## src/rtl/core/ehp_pkg.sv

```systemverilog
// Shared types and constants for the Ethernet/VLAN header parser.
// No dependencies.
`timescale 1ns / 1ps

package ehp_pkg;

    localparam int MAX_HEADER_DEF = 64;

    localparam int OFFSET_W = 8;   // byte position, saturates at 255
    localparam int HLEN_W   = 7;

    localparam logic [OFFSET_W-1:0] OFFSET_MAX = '1;
    localparam logic [OFFSET_W-1:0] MAC_LAST   = 8'd11;
    localparam logic [OFFSET_W-1:0] TAG_LEN    = 8'd4;
    localparam logic [OFFSET_W-1:0] PBB_NEED   = 8'd32;
    localparam logic [HLEN_W-1:0]   PBB_HLEN   = 7'd18;
    localparam logic [3:0]          TAG_SAT    = 4'd15;

    localparam int CFG_IDX_W = 1;
    localparam logic [CFG_IDX_W-1:0] CFG_VLAN_TPID = 1'b0;
    localparam logic [CFG_IDX_W-1:0] CFG_PBB_TYPE  = 1'b1;

    localparam logic [15:0] VLAN_TPID_RST = 16'h8100;
    localparam logic [15:0] PBB_TYPE_RST  = 16'h88E7;

    typedef enum logic [1:0] {
        ST_OK       = 2'd0,
        ST_SHORT    = 2'd1,
        ST_OVERLONG = 2'd2
    } status_t;

    typedef struct packed {
        status_t            status;
        logic               multicast;
        logic [15:0]        ethertype;
        logic [HLEN_W-1:0]  header_length;
        logic [3:0]         tag_count;
        logic [11:0]        first_vlan_id;
        logic               vlan_seen;
        logic               pbb_frame;
    } result_t;

endpackage

```

## src/rtl/core/ehp_parser.sv

```systemverilog
// Per-frame parse state and the byte step logic of the header parser.
// Depends on ehp_pkg.
`timescale 1ns / 1ps

module ehp_parser
    import ehp_pkg::*;
#(
    parameter int MAX_HEADER = MAX_HEADER_DEF
)
(
    input  logic        clk,
    input  logic        rst_n,
    input  logic        step,
    input  logic [7:0]  data_byte,
    input  logic        last_byte,
    input  logic [15:0] vlan_tpid,
    input  logic [15:0] pbb_ethertype,
    output logic        emit,
    output result_t     res
);

    typedef enum logic [2:0] {
        PH_MAC,
        PH_TYPE_HI,
        PH_TYPE_LO,
        PH_TCI_HI,
        PH_TCI_LO,
        PH_PROTO_HI,
        PH_PROTO_LO,
        PH_PBB
    } phase_t;

    phase_t                phase_reg, phase_next;
    logic [OFFSET_W-1:0]   offset_reg, offset_next;
    logic [15:0]           type_reg, type_next;
    logic                  mc_reg, mc_next;
    logic [11:0]           vid_reg, vid_next;
    logic [3:0]            tags_reg, tags_next;
    logic                  done_reg, done_next;
    logic                  pbb_reg, pbb_next;

    logic [15:0]           word;
    logic                  tt_go;
    logic                  tt_outer;
    logic                  too_long;

    assign word = type_reg | {8'h00, data_byte};

    always_comb
    begin
        phase_next  = phase_reg;
        offset_next = offset_reg;
        type_next   = type_reg;
        mc_next     = mc_reg;
        vid_next    = vid_reg;
        tags_next   = tags_reg;
        done_next   = done_reg;
        pbb_next    = pbb_reg;
        tt_go       = 1'b0;
        tt_outer    = 1'b0;
        too_long    = 1'b0;
        emit        = 1'b0;
        res         = '0;

        if (!done_reg)
        begin
            if (offset_reg != OFFSET_MAX)
                offset_next = offset_reg + 1'b1;

            unique case (phase_reg)
                PH_MAC:
                begin
                    if (offset_reg == '0)
                        mc_next = data_byte[0];
                    if (offset_reg >= MAC_LAST)
                        phase_next = PH_TYPE_HI;
                end
                PH_TYPE_HI:
                begin
                    type_next  = {data_byte, 8'h00};
                    phase_next = PH_TYPE_LO;
                end
                PH_TCI_HI:
                begin
                    type_next  = {data_byte, 8'h00};
                    phase_next = PH_TCI_LO;
                end
                PH_PROTO_HI:
                begin
                    type_next  = {data_byte, 8'h00};
                    phase_next = PH_PROTO_LO;
                end
                PH_TYPE_LO:
                begin
                    tt_go    = 1'b1;
                    tt_outer = 1'b1;
                end
                PH_TCI_LO:
                begin
                    // only the outermost tag's id is kept
                    if (tags_reg == '0)
                        vid_next = word[11:0];
                    phase_next = PH_PROTO_HI;
                end
                PH_PROTO_LO:
                begin
                    if (tags_reg != TAG_SAT)
                        tags_next = tags_reg + 1'b1;
                    tt_go = 1'b1;
                end
                PH_PBB:
                begin
                    if (offset_next >= PBB_NEED)
                    begin
                        emit              = 1'b1;
                        res.status        = ST_OK;
                        res.ethertype     = type_reg;
                        res.header_length = PBB_HLEN;
                    end
                end
            endcase

            if (tt_go)
            begin
                // PBB check wins when both types match
                if (tt_outer && word == pbb_ethertype)
                begin
                    pbb_next   = 1'b1;
                    type_next  = word;
                    phase_next = PH_PBB;
                end
                else if (word == vlan_tpid)
                begin
                    too_long = ({1'b0, offset_next} + {1'b0, TAG_LEN})
                             > (OFFSET_W + 1)'(MAX_HEADER);
                    if (too_long)
                    begin
                        emit              = 1'b1;
                        res.status        = ST_OVERLONG;
                        res.ethertype     = word;
                        res.header_length = offset_next[HLEN_W-1:0];
                    end
                    else
                        phase_next = PH_TCI_HI;
                end
                else
                begin
                    emit              = 1'b1;
                    res.status        = ST_OK;
                    res.ethertype     = word;
                    res.header_length = offset_next[HLEN_W-1:0];
                end
            end

            if (!emit && last_byte)
            begin
                emit              = 1'b1;
                res.status        = ST_SHORT;
                res.ethertype     = '0;
                res.header_length = offset_next[HLEN_W-1:0];
            end

            done_next = emit;
        end

        res.multicast     = mc_next;
        res.tag_count     = tags_next;
        res.first_vlan_id = vid_next;
        res.vlan_seen     = (tags_next != '0);
        res.pbb_frame     = pbb_next;

        // end of frame: ready for the next one
        if (last_byte)
        begin
            phase_next  = PH_MAC;
            offset_next = '0;
            type_next   = '0;
            mc_next     = 1'b0;
            vid_next    = '0;
            tags_next   = '0;
            done_next   = 1'b0;
            pbb_next    = 1'b0;
        end
    end

    always_ff @(posedge clk or negedge rst_n)
    begin
        if (!rst_n)
        begin
            phase_reg  <= PH_MAC;
            offset_reg <= '0;
            type_reg   <= '0;
            mc_reg     <= 1'b0;
            vid_reg    <= '0;
            tags_reg   <= '0;
            done_reg   <= 1'b0;
            pbb_reg    <= 1'b0;
        end
        else if (step)
        begin
            phase_reg  <= phase_next;
            offset_reg <= offset_next;
            type_reg   <= type_next;
            mc_reg     <= mc_next;
            vid_reg    <= vid_next;
            tags_reg   <= tags_next;
            done_reg   <= done_next;
            pbb_reg    <= pbb_next;
        end
    end

endmodule

```

## src/rtl/core/ethernet_header_parser_top.sv

```systemverilog
// Ethernet/VLAN header parser, top level.
// The result is registered: valid in the cycle after its completing byte is accepted.
// Throughput: one byte per cycle; the single output register takes a result while
// the previous one drains, so the input stalls only while out_ready is low.
// Reset: frame state cleared, tag type 0x8100, PBB type 0x88E7, no result pending.
// Depends on ehp_pkg and ehp_parser.
`timescale 1ns / 1ps

module ethernet_header_parser_top
    import ehp_pkg::*;
#(
    parameter int MAX_HEADER = MAX_HEADER_DEF
)
(
    input  logic                  clk,
    input  logic                  rst_n,

    input  logic                  in_valid,
    output logic                  in_ready,
    input  logic [7:0]            data_byte,
    input  logic                  last_byte,

    input  logic                  cfg_valid,
    output logic                  cfg_ready,
    input  logic [CFG_IDX_W-1:0]  cfg_index,
    input  logic [15:0]           cfg_data,

    output logic                  out_valid,
    input  logic                  out_ready,
    output logic [1:0]            status,
    output logic                  multicast,
    output logic [15:0]           ethertype,
    output logic [HLEN_W-1:0]     header_length,
    output logic [3:0]            tag_count,
    output logic [11:0]           first_vlan_id,
    output logic                  vlan_seen,
    output logic                  pbb_frame
);

    logic [15:0] tpid_reg;
    logic [15:0] pbb_type_reg;
    logic        out_valid_reg;
    result_t     res_reg;

    logic        step;
    logic        emit;
    result_t     res;

    assign cfg_ready = 1'b1;
    assign in_ready  = !out_valid_reg || out_ready;
    assign step      = in_valid && in_ready;

    always_ff @(posedge clk or negedge rst_n)
    begin
        if (!rst_n)
        begin
            tpid_reg     <= VLAN_TPID_RST;
            pbb_type_reg <= PBB_TYPE_RST;
        end
        else if (cfg_valid)
        begin
            unique case (cfg_index)
                CFG_VLAN_TPID: tpid_reg     <= cfg_data;
                CFG_PBB_TYPE:  pbb_type_reg <= cfg_data;
            endcase
        end
    end

    ehp_parser #(
        .MAX_HEADER (MAX_HEADER)
    ) u_parser (
        .clk           (clk),
        .rst_n         (rst_n),
        .step          (step),
        .data_byte     (data_byte),
        .last_byte     (last_byte),
        .vlan_tpid     (tpid_reg),
        .pbb_ethertype (pbb_type_reg),
        .emit          (emit),
        .res           (res)
    );

    always_ff @(posedge clk or negedge rst_n)
    begin
        if (!rst_n)
            out_valid_reg <= 1'b0;
        else if (step && emit)
            out_valid_reg <= 1'b1;
        else if (out_ready)
            out_valid_reg <= 1'b0;
    end

    always_ff @(posedge clk)
    begin
        if (step && emit)
            res_reg <= res;
    end

    assign out_valid     = out_valid_reg;
    assign status        = res_reg.status;
    assign multicast     = res_reg.multicast;
    assign ethertype     = res_reg.ethertype;
    assign header_length = res_reg.header_length;
    assign tag_count     = res_reg.tag_count;
    assign first_vlan_id = res_reg.first_vlan_id;
    assign vlan_seen     = res_reg.vlan_seen;
    assign pbb_frame     = res_reg.pbb_frame;

endmodule

```

## config.mk

```make
export PLATFORM = sky130hd
export DESIGN_NAME = ethernet_header_parser_top
export DESIGN_NICKNAME = d
export VERILOG_FILES = /design/src/rtl/core/ehp_pkg.sv /design/src/rtl/core/ehp_parser.sv /design/src/rtl/core/ethernet_header_parser_top.sv
export SDC_FILE = /design/constraint.sdc
export NUM_CORES = 1
export LEC_CHECK = 0
export ABC_CLOCK_PERIOD_IN_PS = 10100
export BUFFER_PORTS_ARGS = -buffer_cell sky130_fd_sc_hd__buf_2
export CAP_MARGIN = 10
export CORE_MARGIN = 3
export CORE_UTILIZATION = 30
export DETAILED_ROUTE_END_ITERATION = 10
export GPL_TIMING_DRIVEN = 0
export HOLD_SLACK_MARGIN = 0.02
export SYNTH_ARGS = -nofsm -noshare
export SYNTH_HDL_FRONTEND = slang
export SYNTH_SLANG_ARGS = --single-unit
```

## constraint.sdc

```tcl
create_clock -name clk -period 10.1 [get_ports clk]
set_clock_uncertainty 0.2 [all_clocks]
set_input_delay 0.505 -clock clk [delete_from_list [all_inputs] [get_ports clk]]
set_output_delay 0.505 -clock clk [all_outputs]
set_load 0.005 [all_outputs]
```

==> results.txt, run 1 <==
status -> finished clean
DIE WIDTH -> 148.1 um
initial DRC count -> 319
commonest cells in the netlist -> 69 x dfrtp_1, 54 x nand2_1, 44 x edfxtp_1
cell with the most instances after synthesis -> dfrtp_1
die height -> 148.1 um
sequential area share after synthesis -> 54.69%
maxcap violations -> 0
distinct cell type count after synthesis -> 61
Tmin final -> 3.402 ns
ys flop type -> dfrtp_1
# IOs -> 78
Post-Route WL -> 15170 um
DR vias -> 4502
top cells by area, synth -> dfrtp_1 29%, edfxtp_1 22%, mux2_2 6.9%
CORE AREA -> 19650 um^2
setup tns final -> 0 ns
cts hold-fix bufs -> 1
Hold Startpoint -> cfg_data[7]
EDFF count, synth -> 44
setup bufs post-CTS -> 0
Routed Antenna Nets -> 0
FF-to-FF Start -> u_parser.offset_reg[0]$_DFFE_PN0P_
vias in the first global route -> 4239
Final Setup Violations -> 0
P_leak -> 3.019 nW
synthesized net count -> 573
Initial Utilization -> 30.80%
detailed-route DRC error count -> 0
All-Layer GR Usage -> 14.25%
Buffers on Ports -> 75
CTS Buf Count -> 17
Nets -> 671
antenna cells -> 0
Clock Tree Root -> clkbuf_16
# fillers -> 1990
initial antenna violation count -> 1
Hold Path Class -> input port to register
crit path capture type -> register
largest net degree at the start of global routing -> 59
PostCTS Resize Cnt -> 0
layout cells sized above 1 -> 28.51%
Reg2Reg Setup Slack -> 6.70 ns
first-pass GRT wire length -> 23930 um
Reg2Reg Capture Point -> pbb_frame$_DFFE_PP_
GRT Residual Overflow -> 0
relative slew slack -> 46.02%
YS warnings -> 0
asr flop ratio synth -> 64.23%
H-Tree Depth -> 4
Final Wtd Congestion -> 0.8388
Clock Latency Late Sink -> 0.42 ns
type of origin of the critical path -> register
hold path depth -> 2
CTS tree -> yes
R2R depth -> 10
Cells after DPL -> 881
unrepaired setup endpoints after global routing -> false
clock sinks -> 123
pins over their slew limit -> 0
post-DP HPWL -> 11260 um
arrival time at the worst endpoint -> 3.32 ns
#FFs+latches synth -> 123
mapped cell area -> 6053 um^2
die area -> 21920 um^2
worst slew pin tran -> 0.8071 ns
Max VDD drop -> 0.1074 mV
Tcrit/Tclk final -> 33.68%
post-synth top area cell -> dfrtp_1
Synth top area share -> 28.52%
via density per instance -> 4.926
PnR Total Power -> 0.001644 W
Syn-to-layout area delta -> 22.43%
final std cells w/o fill -> 914
WHS Endpoint -> pbb_type_reg[7]$_DFFE_PN1P_
maximum clock insertion buffer count -> 2
Worst Path Required -> 10.02 ns
syn avg cell area -> 11.25 um^2
DR WL/cell -> 16.60 um
crit path kind -> register to register
CP Max Fanout -> 21
Final Hold Viols -> 0
PwrDens -> 221.8 nW/um^2
Cells after Synth -> 538
drt first pass iters -> 4
CTS clock-pin slew for the worst setup and hold paths -> 0.06 ns
Hold Slack -> 0.1219 ns
FP Rows -> 51
fmax -> 294.0 MHz
cells in the final DEF (no fill, tap or decap), types with 4 or more instances in the layout:
cell type / count
nand2b_1: 5
nor3_1: 14
nor4_1: 5
and2_1: 4
a31oi_1: 4
o21ai_0: 30
mux2_2: 37
o21bai_1: 7
buf_2: 79
ha_1: 4
a22o_1: 14
clkbuf_1: 23
edfxtp_1: 44
o21a_1: 6
nand2_1: 54
dfstp_2: 10
buf_6: 4
clkinv_4: 5
nand3b_1: 9
nor2_1: 38
dfrtp_1: 69
nand4_1: 15
mux2i_1: 9
or3b_2: 6
clkbuf_16: 19
inv_1: 9
a21oi_1: 22
nor3b_1: 9
nand3_1: 9
xnor2_1: 24
stage by stage:
step	worst slack (ns)	util (%)	cell area [um^2]
2_1_floorplan	4.535	-	6053
3_3_place_gp	2.655	34.40	6760
3_5_place_dp	6.534	34.77	6833
4_1_cts	6.691	37.71	7411
5_1_grt	6.464	37.71	7411
6_report	6.698	37.71	7411
power by group:
group	switching, W	internal [W]	leakage [nW]	total, W
logic	0.000225	0.000161	1.30	0.000386
clock network	0.000233	0.000345	0.279	0.000578
registers	0.0000640	0.000616	1.44	0.000680
total	0.000522	0.00112	3.02	0.00164
final cells by class:
cell class	instances	area (um^2)	share of cell area [%]
Sequential cell	123	3311	44.67
Inverter	10	37.54	0.5065
Multi-Input combinational cell	374	2561	34.56
Clock inverter	11	85.08	1.148
Buffer	31	156.4	2.110
Tap cell	265	331.6	4.474
Clock buffer	21	483.0	6.517
Timing Repair Buffer	79	445.4	6.010
worst max path at each step:
stage,from,depth (start not counted),slack (ns),end
finish,u_parser.offset_reg[0]$_DFFE_PN0P_,10,6.70,pbb_frame$_DFFE_PP_
global placement,data_byte[3],7,2.66,first_vlan_id[2]$_DFFE_PP_
floorplan,data_byte[0],6,4.53,ethertype[0]$_SDFFCE_PP0P_
global route,u_parser.offset_reg[0]$_DFFE_PN0P_,10,6.46,first_vlan_id[2]$_DFFE_PP_
CTS,pbb_type_reg[0]$_DFFE_PN1P_,8,6.69,pbb_frame$_DFFE_PP_
detailed placement,data_byte[0],9,6.53,first_vlan_id[2]$_DFFE_PP_
worst max-delay path, cell delays in order, from the launching register on:
cell and delay (ns):
dfrtp_1 0.42, ha_1 0.35, and4_4 0.27, buf_6 0.12, nor4_2 0.05, o21ba_1 0.22, o31a_1 0.17, a21oi_2 0.10
a211oi_4 0.74, buf_8 0.24, buf_8 0.20
cells by family (layout without fill, tap and decap cells):
| group | count (synthesis) | in the layout | share of synthesized area [%] |
|---|---|---|---|
| AO/OA/AOI/OAI | 109 | 109 | 12.30 |
| other | 1 | 1 | 0.06195 |
| flip-flops | 123 | 123 | 54.69 |
| multiplexers | 46 | 46 | 8.371 |
| XOR/XNOR | 26 | 26 | 3.762 |
| AND/OR/NAND/NOR | 188 | 188 | 16.78 |
| adder cells (fa/ha/maj) | 4 | 4 | 0.8268 |
| buffers and inverters | 41 | 152 | 3.204 |
per-layer routing:
| layer | vias up | wire [um] | global-route usage [%] |
|---|---|---|---|
| met2 | 137 | 6734 | 20.71 |
| met4 | 2 | 294 | 4.896 |
| met1 | 2166 | 7174 | 19.96 |
| met5 | - | 7 | 0 |
| li1 | 2170 | - | - |
| met3 | 27 | 959 | 4.814 |
No activity file was read; power rests on OpenSTA's default activity.
==> inputs of run 2 (changes only) <==
- ABC_AREA: default -> 1
- ABC_CLOCK_PERIOD_IN_PS: 10100 -> 3100
- clock period: 10.1 -> 3.1 ns (I/O delays scaled with it)
==> results.txt, run 2 <==
ys flop type -> dfrtp_1
Cells after Synth -> 740
largest stage delay on the critical path -> 0.39 ns
Tcrit/Tclk final -> 90.37%
PwrDens -> 559.9 nW/um^2
post-synthesis adder-cell area fraction -> 0.8026%
worst slew pin tran -> 0.7251 ns
arrival time at the worst endpoint -> 2.70 ns
FP Rows -> 52
clock sinks -> 123
YS warnings -> 0
EDFF count, synth -> 44
detailed-route DRC error count -> 0
CP Max Fanout -> 44
maximum clock insertion buffer count -> 2
sequential area share after synthesis -> 53.09%
fmax -> 356.9 MHz
vias in the first global route -> 5045
Clock Tree Root -> clkbuf_16
Worst Path Required -> 2.99 ns
top cells by area, synth -> dfrtp_1 28%, edfxtp_1 21%, nand2_1 11%
PnR Total Power -> 0.004427 W
drt first pass iters -> 5
Synth Area in Compound Gates -> 11.26%
maxcap violations -> 0
DIE WIDTH -> 150.2 um
Max VDD drop -> 0.3505 mV
via density per instance -> 4.489
DR WL/cell -> 13.58 um
GRT Residual Overflow -> 0
CORE AREA -> 20300 um^2
mapped cell area -> 6236 um^2
Synth Area in Simple Gates -> 23.94%
most used cell, CP -> nand3_2
type of origin of the critical path -> register
initial antenna violation count -> 0
setup tns final -> 0 ns
mux cell area share after synthesis -> 0%
Final Hold Viols -> 0
Clock Latency Late Sink -> 0.42 ns
Critical-path top delay cell -> dfrtp_1
most common cell after layout, fill and taps aside -> nand2_1
unrepaired setup endpoints after global routing -> false
Tmin final -> 2.802 ns
final std cells w/o fill -> 1148
CTS Buf Count -> 17
status -> finished clean
CTS clock-pin slew for the worst setup and hold paths -> 0.06 ns
Final Setup Violations -> 0
Syn-to-layout area delta -> 26.79%
commonest cells in the netlist -> 177 x nand2_1, 103 x inv_1, 89 x o21ai_0
distinct cell type count after synthesis -> 40
Hold Path Class -> input port to async pin
post-synth top area cell -> dfrtp_1
die height -> 150.2 um
Final Wtd Congestion -> 0.8852
first-pass GRT wire length -> 25720 um
largest family of logic cells by synthesized area -> simple AND/OR/NAND/NOR gates
crit path capture type -> register
CP top delay family -> simple AND/OR/NAND/NOR gates
All-Layer GR Usage -> 14.59%
setup bufs post-CTS -> 0
pins over their slew limit -> 0
#FFs+latches synth -> 123
P_leak -> 3.738 nW
DR vias -> 5153
antenna cells -> 0
CTS tree -> yes
commonest non-fill, non-tap cells in the layout -> 177 x nand2_1, 102 x inv_1, 89 x o21ai_0
initial DRC count -> 290
crit path kind -> register to register
die area -> 22550 um^2
Nets -> 900
Initial Utilization -> 30.72%
layout cells sized above 1 -> 19.36%
post-DP HPWL -> 11760 um
synthesized net count -> 775
H-Tree Depth -> 4
Post-Route WL -> 15590 um
Critical path buffers and inverters -> 3
Cells after DPL -> 1087
crit-path cells -> ha_1 -> nand3_2 -> inv_2 -> nand2_4 -> nand2_1 -> nand2_1 -> nand2_1 -> nand4_1 -> nand3_2 -> nand2_4 -> buf_6 -> nand3_2 -> nand3_2 -> inv_8
Post-Synth XOR/XNOR Area -> 2.368%
# IOs -> 78
relative slew slack -> 51.66%
syn avg cell area -> 8.427 um^2
cell with the most instances after synthesis -> nand2_1
Synth top area share -> 27.69%
largest net degree at the start of global routing -> 52
Buffers on Ports -> 76
Routed Antenna Nets -> 0
asr flop ratio synth -> 64.23%
run 2: cell type report:
type,count,area [um^2]
Tap cell,270,337.8
Fill cell,2107,12390
Sequential cell,123,3311
Timing Repair Buffer,106,700.7
Clock inverter,14,195.2
Inverter,116,445.4
Buffer,20,91.34
Clock buffer,18,429.2
Multi-Input combinational cell,481,2396
run 2: final timing paths:
path                                                    start  slack (ns)                                 end  depth (start not counted)
max                        u_parser.offset_reg[0]$_DFFE_PN0P_        0.30          ethertype[8]$_SDFFCE_PP0P_                         14
min                                                     rst_n        0.02  u_parser.offset_reg[2]$_DFFE_PN0P_                          2
max reg2reg                u_parser.offset_reg[0]$_DFFE_PN0P_        0.30          ethertype[8]$_SDFFCE_PP0P_                         14
min reg2reg                   u_parser.vid_reg[4]$_DFFE_PN0P_        0.28     u_parser.vid_reg[4]$_DFFE_PN0P_                          2
max in group asynchronous                               rst_n        2.02        pbb_type_reg[15]$_DFFE_PN1P_                          3
min in group clk                                 data_byte[4]        0.05   u_parser.type_reg[12]$_DFFE_PN0P_                          5
run 2: cell families (layout without fill, tap and decap cells):
family	count (synthesis)	after routing
AOI/OAI and AO/OA	131	131
xor gates and xnor gates	16	16
adders and majority gates	4	4
buffers and inverters	136	274
DFF	123	123
other	1	1
and+or+nand+nor	329	329
run 2: power breakdown:
part,internal (W),switching [W]
clock,0.00135,0.000738
combinational,0.000182,0.000292
sequential,0.00180,0.0000668
run 2: per-layer routing:
layer	track usage [%]	vias up	wire (um)
met5	0	-	0
met4	5.124	0	258
met3	3.221	15	625
met2	23.32	102	7168
met1	19.59	2395	7539
li1	-	2641	-
run 2: what timing repair did:
item / 4_1_cts / 5_1_grt
hold endpoints to repair: 115 / 0
endpoints found under the setup margin: 44 / 44
hold buffers: 29 / 0
resized for setup: 1 / 2
run 2: per-stage QoR:
step | cell area [um^2] | hold slack [ns] | setup WS [ns] | utilization [%]
5_1_grt | 7906 | 0.06407 | 0.06424 | 38.95
4_1_cts | 7901 | 0.02944 | 0.1178 | 38.92
2_1_floorplan | 6236 | -0.3406 | 0.01839 | -
3_3_place_gp | 6954 | 0.2023 | -0.6120 | 34.26
6_report | 7906 | 0.02360 | 0.2984 | 38.95
3_5_place_dp | 6984 | -0.07090 | -0.1008 | 34.41
run 2: worst register-to-register path: stages (launching register included):
cell	delay, ns
dfrtp_1	0.39
ha_1	0.29
nand3_2	0.15
inv_2	0.11
nand2_4	0.10
nand2_1	0.08
nand2_1	0.08
nand2_1	0.08
nand4_1	0.14
nand3_2	0.13
nand2_4	0.09
buf_6	0.16
nand3_2	0.06
nand3_2	0.14
inv_8	0.28
